$ cat config.mk
export PLATFORM = sky130hd
export DESIGN_NAME = rpwc_measure
export DESIGN_NICKNAME = d
export VERILOG_FILES = /design/src/rtl/rc_pulse_width_capture_core_defines.svh /design/src/rtl/rpwc_pkg.sv /design/src/rtl/rpwc_measure.sv
export SDC_FILE = /design/constraint.sdc
export NUM_CORES = 1
export LEC_CHECK = 0
export CAP_MARGIN = 10
export CORE_UTILIZATION = 60
export DETAILED_ROUTE_END_ITERATION = 12
export DONT_BUFFER_PORTS = 1
export PLACE_DENSITY = 0.76
export SYNTH_ARGS = -nofsm -noshare
export SYNTH_HDL_FRONTEND = slang
export SYNTH_SLANG_ARGS = --single-unit
$ cat constraint.sdc
create_clock -name clk -period 18.1 [get_ports clk]
set_input_delay 4.525 -clock clk [delete_from_list [all_inputs] [get_ports clk]]
set_output_delay 4.525 -clock clk [all_outputs]
set_load 0.01 [all_outputs]
$ cat src/rtl/rc_pulse_width_capture_core_defines.svh
// Assertion macros for the RC pulse-width capture core.
// Used by the top level only; no other dependencies.
`ifndef RC_PULSE_WIDTH_CAPTURE_CORE_DEFINES_SVH
`define RC_PULSE_WIDTH_CAPTURE_CORE_DEFINES_SVH

`ifndef NO_ASSERTIONS
`define RPWC_ASSERT(lbl, prop, msg) \
  lbl: assert property (@(posedge clk) disable iff (!rst_n) prop) else $error(msg);
`define RPWC_ASSERT_ALWAYS(lbl, prop, msg) \
  lbl: assert property (@(posedge clk) prop) else $error(msg);
`else
`define RPWC_ASSERT(lbl, prop, msg)
`define RPWC_ASSERT_ALWAYS(lbl, prop, msg)
`endif

`endif

$ cat src/rtl/rpwc_pkg.sv
// Shared types and constants for the RC pulse-width capture core.
// No dependencies.
`timescale 1ns / 1ps

package rpwc_pkg;

  localparam int NUM_CHANNELS = 8;
  localparam int TIMER_BITS   = 16;
  localparam int SLOT_W       = 4;
  localparam int WIDTH_W      = 13;
  localparam int COUNT_W      = 16;
  localparam int CFG_IDX_W    = 2;
  localparam int CFG_DATA_W   = 13;

  localparam logic [WIDTH_W-1:0] WIDTH_LOW  = WIDTH_W'(1000);
  localparam logic [WIDTH_W-1:0] WIDTH_HIGH = WIDTH_W'(5000);
  localparam logic [COUNT_W-1:0] COUNT_MAX  = '1;
  localparam logic [SLOT_W-1:0]  CHAN_LAST  = SLOT_W'(NUM_CHANNELS);

  localparam logic [SLOT_W-1:0]  FS_CHANNEL_RST = SLOT_W'(3);
  localparam logic [WIDTH_W-1:0] FS_MIN_RST     = WIDTH_W'(1500);
  localparam logic [WIDTH_W-1:0] FS_MAX_RST     = WIDTH_W'(4500);
  localparam logic [SLOT_W-1:0]  SPARE_RST      = SLOT_W'(0);

  typedef enum logic [CFG_IDX_W-1:0] {
    CFG_FS_CHANNEL = 2'd0,
    CFG_FS_MIN     = 2'd1,
    CFG_FS_MAX     = 2'd2,
    CFG_SPARE      = 2'd3
  } cfg_idx_t;

  typedef struct packed {
    logic [SLOT_W-1:0]  fs_channel;
    logic [WIDTH_W-1:0] fs_min;
    logic [WIDTH_W-1:0] fs_max;
    logic [SLOT_W-1:0]  spare_target;
  } cfg_t;

  typedef struct packed {
    logic                  kind;
    logic [SLOT_W-1:0]     slot;
    logic [TIMER_BITS-1:0] stamp;
  } edge_t;

  typedef struct packed {
    logic               width_valid;
    logic [SLOT_W-1:0]  out_channel;
    logic [WIDTH_W-1:0] pulse_width;
    logic [COUNT_W-1:0] good_pulses;
    logic               radio_lost;
  } result_t;

endpackage

$ cat src/rtl/rpwc_measure.sv
// Width measurement and failsafe counter: rise stamps per slot, pulse counter.
// Depends on rpwc_pkg.
`timescale 1ns / 1ps

module rpwc_measure import rpwc_pkg::*; (
  input  logic    clk,
  input  logic    rst_n,
  input  cfg_t    cfg,
  input  edge_t   item,
  input  logic    fire,
  output result_t res
);

  logic [TIMER_BITS-1:0] rise_r [NUM_CHANNELS+1];
  logic [COUNT_W-1:0]    count_r;
  logic [COUNT_W-1:0]    count_nxt;

  logic                  slot_ok;
  logic [TIMER_BITS-1:0] rise;
  logic [TIMER_BITS-1:0] diff;
  logic [TIMER_BITS-2:0] half;
  logic [SLOT_W-1:0]     target;
  logic                  width_ok;
  logic                  take;
  logic [WIDTH_W-1:0]    width;
  logic                  fs_hit;
  logic                  in_window;

  always_comb begin
    slot_ok   = item.slot <= CHAN_LAST;
    rise      = slot_ok ? rise_r[item.slot] : '0;
    diff      = item.stamp - rise;
    half      = diff[TIMER_BITS-1:1];
    target    = (item.slot == '0) ? cfg.spare_target : item.slot;
    width_ok  = (half >= (TIMER_BITS-1)'(WIDTH_LOW)) && (half <= (TIMER_BITS-1)'(WIDTH_HIGH));
    take      = item.kind && slot_ok && (target != '0) && (target <= CHAN_LAST) && width_ok;
    width     = half[WIDTH_W-1:0];
    fs_hit    = take && (target == cfg.fs_channel);
    in_window = (width > cfg.fs_min) && (width < cfg.fs_max);

    count_nxt = count_r;
    if (fs_hit) begin
      if (!in_window) begin
        count_nxt = '0;
      end else if (count_r != COUNT_MAX) begin
        count_nxt = count_r + COUNT_W'(1);
      end
    end

    res.width_valid = take;
    res.out_channel = take ? target : '0;
    res.pulse_width = take ? width : '0;
    res.good_pulses = count_nxt;
    res.radio_lost  = fs_hit && !in_window;
  end

  always_ff @(posedge clk) begin
    if (!rst_n) begin
      for (int i = 0; i <= NUM_CHANNELS; i++) begin
        rise_r[i] <= '0;
      end
      count_r <= '0;
    end else if (fire) begin
      if (!item.kind && slot_ok) begin
        rise_r[item.slot] <= item.stamp;
      end
      count_r <= count_nxt;
    end
  end

endmodule

=== After elaboration in Yosys (flattened, before gate mapping) ===
Memory sizes are Yosys's and may differ from the RTL's.
Index checks and enable logic that the tools add are counted.

* Flip-flop bits (word level): 16
* Latch bits: 0
* RAM bits: 144
* Memory bits (read-only): 0
* Input port bits: 58
* Output and inout port bits: 35
* Word-level logic and storage cells: 41
* Memories: 1

* $add $sub $neg: 2
* $mul: 0
* Divide/modulo/power cells: 0
* Magnitude comparators: 6
* Eq/ne operators: 2
* Shift-type cells: 0
* Multiplexer cells: 15
* Bitwise operators: 0
* Reduce and logical (&&, ||, !) cells: 14

{| class="wikitable"
|+ Memory list
! memory !! depth !! bits a word !! rd ports !! clocked after memory_dff !! wr ports !! RTL line !! text
|-
| rise_r || 9 || 16 || 1 || 0 || 9 || rpwc_measure.sv:14 || <nowiki>logic [TIMER_BITS-1:0] rise_r [NUM_CHANNELS+1];</nowiki>
|}

{| class="wikitable"
|+ Operators with widths
! operator !! count
|-
| 16-bit 2-to-1 mux || 5
|-
| 16-bit by 1-bit adder with 16-bit output (second input constant) || 1
|-
| 16-bit inequality test (second input constant) || 1
|-
| 16-bit OR reduction || 1
|-
| 16-bit subtractor || 1
|-
| 15-bit by 10-bit >= comparator with 1-bit output (second input constant) || 1
|-
| 15-bit by 13-bit <= comparator with 1-bit output (second input constant) || 1
|-
| 13-bit greater-than comparator || 1
|-
| 13-bit less-than comparator || 1
|-
| 13-bit 2-to-1 mux || 1
|-
| 4-bit 2-to-1 mux || 3
|-
| 1-bit logical AND || 9
|-
| 4-bit <= comparator (second input constant) || 2
|-
| 1-bit 2-to-1 mux || 6
|-
| 4-bit equality test || 1
|-
| 4-bit logical NOT || 1
|-
| 4-bit nonzero test || 1
|-
| 1-bit logical NOT || 2
|}

=== Logic depth before layout (Yosys ltp) ===
* Depth after elaboration: 8
* Depth in mapped cells: 26
* Depth with buffers taken out: 22

=== Worst setup path before layout ===
No wires, ideal clock.

* Path kind: input to output
* Start: input item[16] in the netlist's numbering
* End: output res[3] in the netlist's numbering
* Arrival time: 9.992 ns
* Data required time: 13.575 ns
* Setup slack: 3.583 ns
* Stages: 23
* Buffers on the path: 4
* Path through: buf_6 > buf_1 > clkbuf_1 > mux4_2 > a22o_1 > a22oi_1 > ha_1 > a21oi_1 > o21ai_0 > nand2_1 > o21ai_0 > a311oi_2 > ha_1 > a211oi_1 > a31oi_1 > o31ai_1 > maj3_1 > a21oi_1 > o2111ai_1 > nand2_1 > buf_2 > a21o_1 > a22o_1

{| class="wikitable"
|+ RTL lines
! what !! RTL line !! text
|-
| start: declaration || rpwc_measure.sv:9 || <nowiki>input edge_t item,</nowiki>
|-
| end: declaration || rpwc_measure.sv:11 || <nowiki>output result_t res</nowiki>
|}

==> results.tsv <==
stage	metric	value	unit
outcome	outcome	finished, final reports clean	
critical_path	Slowest-stage cell, CP	nor2_1	
yosys	Most used DFF post-synth	edfxtp_1	
die	num rows	46	
detailed_routing	drt drc	0	
power_and_ir_drop	Worst VDD drop	116	uV
critical_path	Crit. path cell count	19	
sta	Final Cycle Share	0.845	
critical_path	Worst Path Max Fanout	32	
cts	Post-CTS Setup Bufs	0	
critical_path	worst path buffer plus inverter count	1	
detailed_routing	ANT nets after route	0	
cts	cts hold-fix bufs	0	
power_and_ir_drop	switching share of total power	0.262	
detailed_routing	final wirelength	23100	um
detailed_routing	vias	6930	
place	detailed placer's ending HPWL	16300	um
yosys	synthesized area per cell	10.9	sq um
sta	Relative slew margins	0.203	
critical_path	CP startpoint	item[18]	
cts	clock-pin transition on the worst setup and hold timing paths	0.07	ns
sta	post-route minimum period	15.30	ns
layout	Design Area, Final	10400	sq um
yosys	Synth Warn #	0	
power_and_ir_drop	Flop pwr share	0.449	
yosys	Syn Std Cell Area	9710	sq um
power_and_ir_drop	Clk pwr share	0.373	
layout	fin util	0.657	
min_path	Hold Crit Class	reg -> reg	
critical_path	cell family with most CP delay	compound AO/OA/AOI/OAI gates	
die	Core Footprint	15800	sq um
detailed_routing	DR iter-0 viols	582	
critical_path	Crit Reg-Reg Startpoint	rise_r[3][0]	
die	Die ar.	16700	sq um
power_and_ir_drop	Psw	0.000251	W
power_and_ir_drop	P_int	0.000707	W
critical_path	Worst setup EP type	primary output	
yosys	main area contributors after synthesis	edfxtp_1 45%, and2_1 9.7%, mux4_2 6.5%	
critical_path	WS Path Type	in -> out	
yosys	register area share after synthesis	0.484	
detailed_routing	Vias/cell	6.33	
critical_path	data required time of the critical path	13.57	ns
place	GPL Wtd Cong	0.935	
sta	Final Hold Viols	0	
global_route	initial antenna violation count	0	
cts	root buf cell	clkbuf_16	
layout	layout cells sized above 1	0.105	
sta	Clock Skew	0.0136	ns
global_route	vias in the first global route	6803	
die	die height	129	um
cts	clock tree buffer depth	2	
sta	Setup violations, final	0	
sta	WHS	0.537	ns
cts	H-tree Lvls	4	
yosys	most frequent cell after synthesis	and2_1	
yosys	largest area contributor in the netlist	edfxtp_1	
yosys	Yosys reg bits	162	
detailed_routing	DRT Pass-1 Iters	5	
global_route	first-pass GRT wire length	36000	um
cts	CTS tree	yes	
critical_path	reg2reg setup slack	12.04	ns
cts	# resized after CTS	0	
power_and_ir_drop	PD cells	92.0	nW/um^2
place	Setup WS pre-CTS	2.90	ns
cts	CTS Buf Count	17	
critical_path	R2R cell count	21	
layout	nets@finish	960	
power_and_ir_drop	Logic pwr share	0.178	
detailed_routing	routed len/inst	21.2	um
critical_path	CP Cell Sequence	clkinv_1, nor2_1, a22oi_1, ha_1, a21oi_1, o21ai_0, nand2_1, o21ai_0, a311oi_2, ha_1, a211oi_1, a31oi_1, o31ai_1, maj3_1, a21oi_1, o2111ai_1, nand2_1, a21o_1, mux2_2	
yosys	post-synth top area share	0.451	
power_and_ir_drop	P_leak	3.72	nW
yosys	Post-synth EDFFs	146	
sta	Achievable Freq	65.4	MHz
yosys	most frequent cells after synthesis	151 x and2_1, 146 x edfxtp_1, 63 x nand2_1, 63 x nor2_1, 42 x nand3_1	
sta	Final WS setup	2.80	ns
die	initial core utilization	0.614	
yosys	Syn Inst Count	888	
layout	FILL cells	1224	
sta	Slew Viols, Final	0	
critical_path	Setup crit start kind	input port	
critical_path	Data arrival, critical path	10.77	ns
die	IO Count	93	
global_route	grt ovf	0	
sta	setup TNS	0	ns
critical_path	slowest stage delay, CP	0.80	ns
layout	Ant. Diodes	0	
global_route	largest net degree at the start of global routing	49	
die	die span in x	129	um
min_path	hold_sp	count_r[1]	
sta	RSZ-0062 raised after global routing	no	
cts	clock sink count	162	
cts	clk_lat worst skew	0.42	ns
run	Max-Cap Viols	0	
yosys	Cell variety after synth	80	
critical_path	CP Capture Point	res[1]	
yosys	Synth async-reset ratio	0	
critical_path	reg2reg end	count_r[12]	
layout	Area growth, synth to finish	7.15	%
global_route	total track usage	0.292	
place	Port Buffers	0	
sta	Worst Tran Pin Value	1.19	ns
place	placed inst area	9830	sq um
worst min-delay path by stage:
| stage | to | slack, ns | cells after the start |
|---|---|---|---|
| detailed placement | count_r[1] | 0.53 | 2 |
| global route | count_r[6] | 0.58 | 2 |
| global placement | count_r[6] | 0.51 | 2 |
| floorplan | count_r[9] | 0.49 | 2 |
| CTS | count_r[1] | 0.54 | 2 |
| finish | count_r[1] | 0.54 | 2 |
registers in the layout, indices dropped and copies added, names as in the netlist:
| register | cells |
|---|---|
| count_r | 16 |
| rise_r | 146 |
area by class of cell:
cell class | count | area, sq um | area share
Sequential cell | 162 | 4700 | 0.452
Multi-Input combinational cell | 646 | 4670 | 0.449
Clock buffer | 20 | 437 | 0.0420
Tap cell | 216 | 270 | 0.0260
Clock inverter | 10 | 138 | 0.0132
Inverter | 31 | 116 | 0.0112
Timing Repair Buffer | 9 | 67.6 | 0.00649
metrics by stage:
step                      power, W  std cells
final                     0.000957       1094
after global routing      0.000993       1094
after CTS                 0.000959       1094
after detailed placement  0.000607       1064
after global placement    0.000600       1064
after floorplan           0.000572        889
power by group through the flow:
| stage | registers (W) | clock network (W) | logic [W] |
|---|---|---|---|
| 2_1_floorplan | 0.000436 | 0 | 0.000137 |
| 3_3_place_gp | 0.000436 | 0 | 0.000164 |
| 3_5_place_dp | 0.000438 | 0 | 0.000169 |
| 4_1_cts | 0.000430 | 0.000359 | 0.000170 |
| 5_1_grt | 0.000431 | 0.000373 | 0.000189 |
| 6_report | 0.000430 | 0.000357 | 0.000171 |
logic make-up (layout without fill, tap and decap cells):
logic type	count (synthesis)	after routing	share of synthesized area
simple gates	392	392	0.219
flops	162	162	0.484
fa+ha+maj	38	38	0.0492
buf+inv	81	70	0.0353
xor+xnor	15	15	0.0135
compound gates	160	160	0.122
mux	39	39	0.0767
other cells	1	2	0.000386
metal layers:
layer	track usage	share of wire	up-vias
li1	-	-	3246
met1	0.373	0.41	3353
met2	0.494	0.49	303
met3	0.0636	0.077	28
met4	0.0962	0.016	0
met5	0	0	-
cells in the final DEF, fill, tap and decap left out, types with 17 or more instances in the layout:
| master | count |
|---|---|
| nand2_1 | 63 |
| nor2_1 | 63 |
| inv_1 | 29 |
| and2_1 | 151 |
| a31oi_1 | 18 |
| ha_1 | 34 |
| edfxtp_1 | 146 |
| mux4_2 | 28 |
| clkbuf_16 | 17 |
| nand3_1 | 42 |
| a21oi_1 | 29 |
worst min-delay path: stages (launching register included):
cell and delay, ns:
dfxtp_1 0.35, nand3_1 0.08, a31oi_1 0.06
No activity file was read; power rests on OpenSTA's default activity.
