### src/rtl/rc_pulse_width_capture_core_defines.svh
// Assertion macros for the RC pulse-width capture core.
// Used by the top level only; no other dependencies.
`ifndef RC_PULSE_WIDTH_CAPTURE_CORE_DEFINES_SVH
`define RC_PULSE_WIDTH_CAPTURE_CORE_DEFINES_SVH

`ifndef NO_ASSERTIONS
`define RPWC_ASSERT(lbl, prop, msg) \
  lbl: assert property (@(posedge clk) disable iff (!rst_n) prop) else $error(msg);
`define RPWC_ASSERT_ALWAYS(lbl, prop, msg) \
  lbl: assert property (@(posedge clk) prop) else $error(msg);
`else
`define RPWC_ASSERT(lbl, prop, msg)
`define RPWC_ASSERT_ALWAYS(lbl, prop, msg)
`endif

`endif

### src/rtl/rpwc_pkg.sv
// Shared types and constants for the RC pulse-width capture core.
// No dependencies.
`timescale 1ns / 1ps

package rpwc_pkg;

  localparam int NUM_CHANNELS = 8;
  localparam int TIMER_BITS   = 16;
  localparam int SLOT_W       = 4;
  localparam int WIDTH_W      = 13;
  localparam int COUNT_W      = 16;
  localparam int CFG_IDX_W    = 2;
  localparam int CFG_DATA_W   = 13;

  localparam logic [WIDTH_W-1:0] WIDTH_LOW  = WIDTH_W'(1000);
  localparam logic [WIDTH_W-1:0] WIDTH_HIGH = WIDTH_W'(5000);
  localparam logic [COUNT_W-1:0] COUNT_MAX  = '1;
  localparam logic [SLOT_W-1:0]  CHAN_LAST  = SLOT_W'(NUM_CHANNELS);

  localparam logic [SLOT_W-1:0]  FS_CHANNEL_RST = SLOT_W'(3);
  localparam logic [WIDTH_W-1:0] FS_MIN_RST     = WIDTH_W'(1500);
  localparam logic [WIDTH_W-1:0] FS_MAX_RST     = WIDTH_W'(4500);
  localparam logic [SLOT_W-1:0]  SPARE_RST      = SLOT_W'(0);

  typedef enum logic [CFG_IDX_W-1:0] {
    CFG_FS_CHANNEL = 2'd0,
    CFG_FS_MIN     = 2'd1,
    CFG_FS_MAX     = 2'd2,
    CFG_SPARE      = 2'd3
  } cfg_idx_t;

  typedef struct packed {
    logic [SLOT_W-1:0]  fs_channel;
    logic [WIDTH_W-1:0] fs_min;
    logic [WIDTH_W-1:0] fs_max;
    logic [SLOT_W-1:0]  spare_target;
  } cfg_t;

  typedef struct packed {
    logic                  kind;
    logic [SLOT_W-1:0]     slot;
    logic [TIMER_BITS-1:0] stamp;
  } edge_t;

  typedef struct packed {
    logic               width_valid;
    logic [SLOT_W-1:0]  out_channel;
    logic [WIDTH_W-1:0] pulse_width;
    logic [COUNT_W-1:0] good_pulses;
    logic               radio_lost;
  } result_t;

endpackage

### src/rtl/rpwc_cfg_regs.sv
// Configuration register bank: failsafe window, failsafe channel, spare map.
// Depends on rpwc_pkg.
`timescale 1ns / 1ps

module rpwc_cfg_regs import rpwc_pkg::*; (
  input  logic                  clk,
  input  logic                  rst_n,
  input  logic                  cfg_we,
  input  logic [CFG_IDX_W-1:0]  cfg_index,
  input  logic [CFG_DATA_W-1:0] cfg_wdata,
  output cfg_t                  cfg
);

  cfg_t cfg_r;
  cfg_t cfg_nxt;

  always_comb begin
    cfg_nxt = cfg_r;
    if (cfg_we) begin
      case (cfg_idx_t'(cfg_index))
        CFG_FS_CHANNEL: cfg_nxt.fs_channel   = cfg_wdata[SLOT_W-1:0];
        CFG_FS_MIN:     cfg_nxt.fs_min       = cfg_wdata[WIDTH_W-1:0];
        CFG_FS_MAX:     cfg_nxt.fs_max       = cfg_wdata[WIDTH_W-1:0];
        CFG_SPARE:      cfg_nxt.spare_target = cfg_wdata[SLOT_W-1:0];
        default:        cfg_nxt = cfg_r;
      endcase
    end
  end

  always_ff @(posedge clk) begin
    if (!rst_n) begin
      cfg_r.fs_channel   <= FS_CHANNEL_RST;
      cfg_r.fs_min       <= FS_MIN_RST;
      cfg_r.fs_max       <= FS_MAX_RST;
      cfg_r.spare_target <= SPARE_RST;
    end else begin
      cfg_r <= cfg_nxt;
    end
  end

  assign cfg = cfg_r;

endmodule

### config.mk
export PLATFORM = sky130hd
export DESIGN_NAME = rpwc_cfg_regs
export DESIGN_NICKNAME = d
export VERILOG_FILES = /design/src/rtl/rc_pulse_width_capture_core_defines.svh /design/src/rtl/rpwc_pkg.sv /design/src/rtl/rpwc_cfg_regs.sv
export SDC_FILE = /design/constraint.sdc
export NUM_CORES = 1
export LEC_CHECK = 0
export BUFFER_PORTS_ARGS = -buffer_cell sky130_fd_sc_hd__buf_2
export CORE_ASPECT_RATIO = 1.75
export CORE_MARGIN = 10
export CORE_UTILIZATION = 48
export DETAILED_ROUTE_END_ITERATION = 10
export PLACE_DENSITY = 0.78
export SETUP_SLACK_MARGIN = 0.05
export SYNTH_ARGS = -nofsm -noshare
export SYNTH_HDL_FRONTEND = slang
export SYNTH_SLANG_ARGS = --single-unit
### constraint.sdc
create_clock -name clk -period 1.01 [get_ports clk]
set_input_delay 0.202 -clock clk [delete_from_list [all_inputs] [get_ports clk]]
set_output_delay 0.202 -clock clk [all_outputs]
set_load 0.01 [all_outputs]
Yosys cells after proc, flatten, opt, wreduce, memory -nomap -nowiden

Cells that the tools add are included.

Input port bits: 18
Bits in registers: 34
Logic and storage cells: 12
Output and inout port bits: 34

Reductions and logical operators: 5
Eq/ne operators: 3

Operators by type and width:

| cell                                                | count |
|---|---|
| AND reduction 2 bit                                 | 4 |
| equality test 2 bit, second input constant          | 2 |
| equality test 2 x 1 -> 1 bit, second input constant | 1 |
| logical NOT 2 bit                                   | 1 |

Depth between registers and ports, before layout

Gate-level depths: netlist of run 1.

Depth in word-level cells: 2
Depth in mapped cells: 4
Mapped depth without buffers: 2

Worst setup path before layout of run 1

No wires, ideal clock.

Path kind: input -> register
Start point: input cfg_index[1]
End point: register cfg_r (netlist bit cfg[32])
Stages: 3
Library setup time: 72 ps
Path buffers: 1
Arrival time: 796 ps
Path slack: 142 ps
Data required time: 938 ps
Cells stage by stage: buf_4 nor3b_4 mux2i_1

Word-level cells in the longest chain between the ends: 2

RTL lines:

| element                       | RTL line            | RTL |
|---|---|---|
| start: declaration            | rpwc_cfg_regs.sv:9  | `input logic [CFG_IDX_W-1:0] cfg_index,` |
| logical NOT 2 bit             | rpwc_cfg_regs.sv:20 | `case (cfg_idx_t'(cfg_index))` |
| AND reduction 2 bit (no line) | -                   |  |
| end signal: assignment        | rpwc_cfg_regs.sv:37 | `cfg_r <= cfg_nxt;` |
| end: declaration              | rpwc_cfg_regs.sv:14 | `cfg_t cfg_r;` |

Every way passes these cells.
A chain may end at the register's enable or synchronous reset.

Worst setup path in the final report of run 1

Start point: register cfg_r (netlist bit cfg[2])
End point: output cfg[2] (netlist name)

RTL lines:

| element          | RTL line            | RTL |
|---|---|---|
| end: declaration | rpwc_cfg_regs.sv:11 | `output cfg_t cfg` |

No word-level cell between the ends.

==> impl_metrics.tcl, run 1 <==
set metrics [dict create \
    fin_cells 223 \
    area_growth_pct 42.2 \
    dr_total_vias 1208 \
    cp_max_fo 2 \
    max_freq_mhz 1060 \
    min_to "cfg[28]$_SDFFE_PN0P_" \
    grt_overflow 0 \
    ant_nets 0 \
    seq_area_um2 723 \
    critPathKind "flip-flop to primary output" \
    grt_max_degree 30 \
    finalPower_mw 2.84 \
    cts_hold_buf 0 \
    wire_per_inst_um 17.3 \
    synth-warning-count 0 \
    outcome "completed" \
    post-route-period-util_pct 93.2 \
    final-hold-violation-count 0 \
    ir_drop_v 0.00132 \
    slew_headroom_pct 79.5 \
    cts_root_buf "clkbuf_8" \
    tightestPinTransition_ns 0.307 \
    start_util_pct 49.3 \
    worstSkewPairLatency_ns 0.28 \
    largest_register_ffs 34 \
    multi_input_area_um2 654 \
    drcViolationCount 0 \
    rsz0062_at_grt "true" \
    r2r-end "cfg[17]$_SDFFE_PN0P_" \
    required_ns 0.81 \
    leakage_nw 0.968 \
    drv_cap 0 \
    slowest_stage "dfxtp_2" \
    pin_count 52 \
    rrSetupSlack_ns 0.30 \
    max_stage_delay_ns 0.35 \
    synth.distinct_cells 17 \
    slew_viol_final 0 \
    dpl.hpwl_um 2920 \
    fillers 228 \
    cts_buffers 5 \
    antenna_found_initial 0 \
    ys_seq_area_share_pct 47.7 \
    grt_pass1_vias 1279 \
    worst-path-buf-inv 1 \
    reg2regPathDepth 3 \
    hp-class "input pin to flip-flop" \
    endpoint_kind "primary output" \
    grt_pass1_wl_um 6110 \
    fin_skew_ns 0 \
    cts_buffer_depth 2 \
    core_um2 2900 \
    path_delay_family "flip-flops" \
    syn-cell-area_um2 1430 \
    clk_pin_slew_worst_paths_ns 0.07 \
    cts_tree "yes" \
    ys_seq_elements 34 \
    nNetsFinal 212 \
    dieArea_um2 5640 \
    n_antenna_cell 0 \
    cts_sinks 34 \
    cp-start-kind "flip-flop" \
    worstHoldStart "cfg_wdata[11]" \
    avgViaCountPerCell 5.42 \
    drive_above_1_share_pct 53.8 \
    die_h_um 92.1 \
    htree_levels 2 \
    gp_congestion 0.722 \
    dp_cells 214 \
    io_buffers 51 \
    totalWireLength_um 3850 \
    final_cell_mix "dfxtp_2, nand2_1, mux2i_1, buf_6, buf_2" \
    syn_inst 138 \
    hold_path_depth 3 \
    crit_arrival_ns 0.74 \
    syn-mean-instance-area_um2 10.3 \
    grt_usage_pct 14.2 \
    die_w_um 61.2 \
    layout_commonest_cell "dfxtp_2" \
    power_density_nw_per_um2 1400 \
    reg2reg_from "cfg[17]$_SDFFE_PN0P_" \
    fin_crit_ns 0.941 \
    syn_nets 156 \
    setup_viol 0 \
    path_cells "buf_6" \
    drt_iter0_drc 15 \
    drt_first_pass_iters 4 \
    rows 26 \
]
per-layer routing:
layer,GRT usage [%],wire length [um],vias to the layer above
li1,-,-,572
met1,14.0,1320,582
met2,24.4,2160,46
met3,5.25,276,8
met4,6.90,97,0
met5,0,0,-
area by class of cell:
type                       instances  area share (%)
multi-input combinational         88            32.2
timing repair buffer              59            24.8
inverter                           6            1.11
clock inverter                     1           0.247
tap                               28            1.73
clock buffer                       7            4.25
sequential                        34            35.6
logic make-up after synthesis:
logic type | Yosys count | share of synthesized area [%]
simple gates | 54 | 23.0
flops | 34 | 47.7
mux | 28 | 19.6
buf+inv | 16 | 6.48
compound gates | 6 | 3.15
where the power goes:
group / switching, mW / internal [mW] / total, mW
Clock: 0.472 / 0.549 / 1.02
Combinational: 0.180 / 0.202 / 0.382
Sequential: 0.0364 / 1.40 / 1.44
worst max-delay path by stage:
| stage | start | to | slack, ns | depth (start not counted) |
|---|---|---|---|---|
| 4_1_cts | cfg[29]$_SDFFE_PN0P_ | cfg[29] | 0.04 | 1 |
| 3_3_place_gp | cfg_index[1] | cfg[22]$_SDFFE_PN0P_ | 0.002 | 3 |
| 3_5_place_dp | cfg_index[1] | cfg[29]$_SDFFE_PN0P_ | -0.07 | 3 |
| 5_1_grt | cfg[32]$_SDFFE_PN0P_ | cfg[32] | 0.03 | 1 |
| 6_report | cfg[2]$_SDFFE_PN0P_ | cfg[2] | 0.07 | 1 |
| 2_1_floorplan | cfg_index[1] | cfg[32]$_SDFFE_PN0P_ | 0.14 | 3 |
synth_stat cells:
cell / count / area [um2]
dfxtp_1: 34 / 681
nand2_1: 30 / 113
mux2i_1: 28 / 280
nor2b_1: 12 / 75.1
inv_1: 6 / 22.5
o211ai_1: 6 / 45.0
nand4b_1: 4 / 35.0
buf_2: 3 / 15.0
buf_4: 3 / 22.5
and3b_2: 2 / 20.0
clkbuf_1: 2 / 7.51
nand3b_4: 2 / 40.0
nand4bb_1: 2 / 22.5
buf_6: 1 / 11.3
clkbuf_8: 1 / 13.8
nand3_1: 1 / 5.00
nor3b_4: 1 / 18.8
metrics by stage:
| stage | setup TNS [ns] | hold slack, ns | setup WS, ns | util [%] | area (um2) |
|---|---|---|---|---|---|
| after floorplan | 0 | 0.344 | 0.142 | - | 1430 |
| after global placement | 0 | 0.442 | 0.00242 | 59.2 | 1710 |
| after detailed placement | -0.538 | 0.455 | -0.0733 | 59.2 | 1710 |
| after CTS | 0 | 0.170 | 0.0416 | 64.1 | 1860 |
| after global routing | 0 | 0.180 | 0.0334 | 70.1 | 2030 |
| final | 0 | 0.174 | 0.0691 | 70.1 | 2030 |
what timing repair did:
| action | CTS | global route |
|---|---|---|
| resized for setup | 25 | 37 |
| setup endpoints to repair | 21 | 30 |
| buffers inserted | 0 | 1 |
| hold endpoints to repair | 0 | 0 |
No activity file was read; power rests on OpenSTA's default activity.
==> inputs of run 2 (changes only) <==
==> constraint.sdc (replaced) <==
create_clock -name clk -period 0.9 [get_ports clk]
set_input_delay 0.18 -clock clk [delete_from_list [all_inputs] [get_ports clk]]
set_output_delay 0.18 -clock clk [all_outputs]
set_load 0.01 [all_outputs]
==> run 2 against run 1 <==
- first-iteration DRC count grew 27%
- core utilization up 5.7 points
- the flow now finishes with violations (negative setup slack)
- worst hold slack worse by 0.021 ns
- clock skew is the same
- largest power group unchanged
- register-to-register slack got worse by 0.20 ns
- sequential share of layout area is 2.7 points lower
- global-route usage grew 1.5 points
==> impl_metrics.tcl, run 2 (synthesis results as in run 1) <==
set metrics [dict create \
    outcome "finished, violations left" \
    violations "negative setup slack" \
    multi_input_area_um2 654 \
    clk_pin_slew_worst_paths_ns 0.08 \
    crit_arrival_ns 0.76 \
    setup_viol 24 \
    fin_skew_ns 0 \
    gp_congestion 0.728 \
    leakage_nw 1.07 \
    cts_sinks 34 \
    ant_nets 0 \
    fillers 180 \
    hold_path_depth 3 \
    dieArea_um2 5640 \
    nNetsFinal 229 \
    dpl.hpwl_um 2860 \
    cts_root_buf "clkbuf_8" \
    min_to "cfg[9]$_SDFFE_PN0P_" \
    tightestPinTransition_ns 0.294 \
    endpoint_kind "primary output" \
    cts_hold_buf 0 \
    area_growth_pct 53.7 \
    post-route-period-util_pct 105 \
    worst-path-buf-inv 1 \
    grt_max_degree 30 \
    totalWireLength_um 4380 \
    path_delay_family "flip-flops" \
    rows 26 \
    final-hold-violation-count 0 \
    cts_buffer_depth 2 \
    path_cells "buf_6" \
    cts_tree "yes" \
    slew_headroom_pct 80.3 \
    hp-class "input pin to flip-flop" \
    pin_count 52 \
    fin_crit_ns 0.943 \
    grt_usage_pct 15.7 \
    avgViaCountPerCell 5.35 \
    cp-start-kind "flip-flop" \
    cts_buffers 5 \
    fin_ws_ns -0.0426 \
    final_cell_mix "dfxtp_2, buf_6, nand2_1" \
    worstHoldStart "cfg_wdata[5]" \
    io_buffers 51 \
    drt_first_pass_iters 4 \
    wire_per_inst_um 18.3 \
    cp_max_fo 2 \
    grt_overflow 0 \
    required_ns 0.72 \
    start_util_pct 49.3 \
    die_w_um 61.2 \
    grt_pass1_wl_um 6780 \
    drive_above_1_share_pct 57.5 \
    slowest_stage "dfxtp_2" \
    finalSetupTns_ns -0.238 \
    critPathKind "flip-flop to primary output" \
    power_density_nw_per_um2 1490 \
    largest_register_ffs 34 \
    worstSkewPairLatency_ns 0.28 \
    rsz0062_at_grt "true" \
    n_antenna_cell 0 \
    max_stage_delay_ns 0.37 \
    grt_pass1_vias 1375 \
    slew_viol_final 0 \
    core_um2 2900 \
    rrSetupSlack_ns 0.10 \
    seq_area_um2 723 \
    post-place-ws_ns -0.138 \
    finalPower_mw 3.28 \
    drv_cap 0 \
    max_freq_mhz 1060 \
    dr_total_vias 1285 \
    r2r-end "cfg[21]$_SDFFE_PN1P_" \
    htree_levels 2 \
    drcViolationCount 0 \
    reg2regPathDepth 3 \
    antenna_found_initial 0 \
    drt_iter0_drc 19 \
    die_h_um 92.1 \
    ir_drop_v 0.00112 \
    reg2reg_from "cfg[21]$_SDFFE_PN1P_" \
]
## run 2: worst max path at each step
stage	startpoint	to	slack (ns)	cells after the start
floorplan	cfg_index[1]	cfg[32]$_SDFFE_PN0P_	0.05	3
global placement	cfg_index[1]	cfg[22]$_SDFFE_PN0P_	-0.09	3
detailed placement	cfg_index[1]	cfg[29]$_SDFFE_PN0P_	-0.14	3
CTS	cfg[29]$_SDFFE_PN0P_	cfg[29]	-0.01	1
global route	cfg[7]$_SDFFE_PN0P_	cfg[7]	-0.06	1
finish	cfg[7]$_SDFFE_PN0P_	cfg[7]	-0.04	1
## run 2: report_power, final
part / leakage [nW] / switching [mW] / internal, mW
Clock: 0.0482 / 0.554 / 0.617
Combinational: 0.737 / 0.217 / 0.269
Sequential: 0.280 / 0.0443 / 1.57
Total: 1.07 / 0.815 / 2.46
## run 2: layout make-up
cell class                      instances  area share, %
Tap cell                               28           1.60
Clock inverter                          1          0.228
Timing Repair Buffer                   76           30.4
Sequential cell                        34           33.0
Clock buffer                            7           3.93
Multi-Input combinational cell         88           29.8
Inverter                                6           1.03
## run 2: repair_timing
item | in CTS | in global routing
buffers inserted | 7 | 11
gates resized for setup | 68 | 0
endpoints found under the setup margin | 34 | 35
## run 2: through the flow
step                hold WS [ns]  util [%]  std cells  instance area (um2)
floorplan                  0.322         -        138                 1430
global placement           0.442      59.2        214                 1710
finish                     0.153      75.8        240                 2190
CTS                        0.156      72.9        229                 2110
global route               0.171      75.8        240                 2190
detailed placement         0.444      59.2        214                 1710
## run 2: routing by layer
layer / GRT usage, % / vias to the layer above / wire, um
met3: 6.35 / 13 / 304
met5: 0 / - / 0
met1: 15.6 / 628 / 1500
li1: - / 607 / -
met4: 7.09 / 0 / 114
met2: 26.9 / 37 / 2460
==> inputs of run 3 (changes only) <==
--- a/config.mk
+++ b/config.mk
@@ -8,10 +8,10 @@
 export BUFFER_PORTS_ARGS = -buffer_cell sky130_fd_sc_hd__buf_2
 export CORE_ASPECT_RATIO = 1.75
 export CORE_MARGIN = 10
-export CORE_UTILIZATION = 48
+export CORE_UTILIZATION = 43
 export DETAILED_ROUTE_END_ITERATION = 10
-export PLACE_DENSITY = 0.78
-export SETUP_SLACK_MARGIN = 0.05
+export PLACE_DENSITY = 0.74
+export SETUP_SLACK_MARGIN = 0.2
 export SYNTH_ARGS = -nofsm -noshare
 export SYNTH_HDL_FRONTEND = slang
 export SYNTH_SLANG_ARGS = --single-unit
==> constraint.sdc (replaced) <==
create_clock -name clk -period 0.8 [get_ports clk]
set_input_delay 0.16 -clock clk [delete_from_list [all_inputs] [get_ports clk]]
set_output_delay 0.16 -clock clk [all_outputs]
set_load 0.01 [all_outputs]
==> run 3 against run 2 <==
- the run still ends with negative setup slack left
- sequential share of layout area shrank 0.91 points
- global-route usage shrank 2.7 points
- flip-flop and latch count unchanged
- critical path type unchanged
==> impl_metrics.tcl, run 3 (synthesis results as in run 1) <==
set metrics [dict create \
    grt_overflow 0 \
    antenna_found_initial 0 \
    dpl.hpwl_um 2850 \
    cts_buffer_depth 2 \
    worst-path-buf-inv 1 \
    cts_tree "yes" \
    cp-start-kind "flip-flop" \
    cts_buffers 5 \
    rows 27 \
    setup_viol 34 \
    fin_ws_ns -0.0899 \
    drv_cap 0 \
    dieArea_um2 6120 \
    hp-class "input pin to flip-flop" \
    slew_viol_final 0 \
    start_util_pct 45.0 \
    leakage_nw 1.06 \
    post-route-period-util_pct 111 \
    rsz0062_at_grt "true" \
    p_clk_share_pct 35.0 \
    wire_per_inst_um 15.7 \
    cts_root_buf "clkbuf_8" \
    tightestPinTransition_ns 0.292 \
    slew_headroom_pct 80.5 \
    dpl-instance-area_um2 1760 \
    final_area_um2 2260 \
    path_delay_family "flip-flops" \
    gp_congestion 0.769 \
    sw_frac_of_total_pct 24.1 \
    clk_pin_slew_worst_paths_ns 0.07 \
    htree_levels 2 \
    worstSkewPairLatency_ns 0.28 \
    io_buffers 51 \
    final_cell_mix "buf_6, dfxtp_2, mux2i_1" \
    seqPwrFrac_pct 49.5 \
    finalSetupTns_ns -2.72 \
    ant_nets 0 \
    core_um2 3180 \
    die_w_um 63.6 \
    layout_commonest_cell "buf_6" \
    cp_max_fo 2 \
    path_cells "buf_6" \
    grt_usage_pct 13.0 \
    critPathKind "flip-flop to primary output" \
    drt_first_pass_iters 4 \
    die_h_um 96.2 \
    internal_power_mw 2.79 \
    net-switching-power_uw 885 \
    ir_drop_v 0.00135 \
    drt_iter0_drc 19 \
    fin_skew_ns 0 \
    avgViaCountPerCell 4.77 \
    largest_register_ffs 34 \
    slowest_stage "dfxtp_2" \
    grt_pass1_wl_um 6490 \
    grt_pass1_vias 1349 \
    cts_hold_buf 0 \
    nNetsFinal 224 \
    comb_power_share_pct 15.4 \
    dr_total_vias 1193 \
    totalWireLength_um 3930 \
    outcome "finished, violations left" \
    cts_sinks 34 \
    required_ns 0.64 \
    pin_count 52 \
    fin_crit_ns 0.890 \
    max_stage_delay_ns 0.35 \
    area_growth_pct 58.1 \
    n_antenna_cell 0 \
    endpoint_kind "primary output" \
    violations "negative setup slack" \
    crit_arrival_ns 0.73 \
    max_freq_mhz 1120 \
    final-hold-violation-count 0 \
    power_density_nw_per_um2 1630 \
    drcViolationCount 0 \
    grt_max_degree 22 \
    drive_above_1_share_pct 60.9 \
]
run 3: changes by cell type in the layout (fill, tap and decap cells not counted), moves of 3 or more:
| cell | delta |
|---|---|
| buf_4 | -13 |
| buf_6 | +7 |
| nand2_1 | -5 |
| nand2_2 | +5 |
| inv_1 | -4 |
| inv_2 | +4 |
| buf_2 | -3 |
run 3: timing repair:
item,4_1_cts,5_1_grt
resized for setup,80,13
pin swaps,3,4
setup buffers,3,7
gates cloned,1,0
setup endpoints to repair,64,68
hold endpoints to repair,0,0
run 3: final cells by class:
class                   instances  area, um2
multi-input cells              89        677
repair buffers                 70        689
clock inverters                 1       5.00
inverters                       6       22.5
well taps                      43       53.8
fillers                       247        918
clock buffers                   7       86.3
flip-flops and latches         34        723
run 3: metal layers:
metal	share of wire (%)	track usage [%]
met5	0	0
met4	1.9	5.31
met3	5.7	4.42
met2	55	24.3
met1	37	12.7
run 3: path summary, 6_finish.rpt:
path / start / end / slack, ns / cells past startpoint
worst min-delay path: cfg_wdata[10] / cfg[14]$_SDFFE_PN0P_ / 0.14 / 3
worst min register to register: cfg[22]$_SDFFE_PN0P_ / cfg[22]$_SDFFE_PN0P_ / 0.47 / 2
worst max register to register: cfg[14]$_SDFFE_PN0P_ / cfg[14]$_SDFFE_PN0P_ / 0.03 / 4
worst max-delay path: cfg[25]$_SDFFE_PN1P_ / cfg[25] / -0.09 / 1
run 3: power by group through the flow:
| stage | logic [mW] | registers (mW) | clock network [mW] |
|---|---|---|---|
| after global placement | 0.421 | 1.83 | 0 |
| final | 0.568 | 1.82 | 1.29 |
| after floorplan | 0.226 | 1.86 | 0 |
| after CTS | 0.537 | 1.82 | 1.30 |
| after global routing | 0.614 | 1.83 | 1.38 |
| after detailed placement | 0.434 | 1.83 | 0 |
run 3: per-stage QoR:
stage | cells | utilization, % | hold slack (ns) | setup slack [ns] | power, mW
final | 250 | 71.1 | 0.143 | -0.0899 | 3.68
after CTS | 243 | 68.4 | 0.142 | -0.0954 | 3.66
after floorplan | 138 | - | 0.302 | -0.0118 | 2.08
after detailed placement | 231 | 55.4 | 0.431 | -0.221 | 2.26
after global routing | 250 | 71.1 | 0.163 | -0.111 | 3.82
after global placement | 231 | 55.4 | 0.427 | -0.192 | 2.25
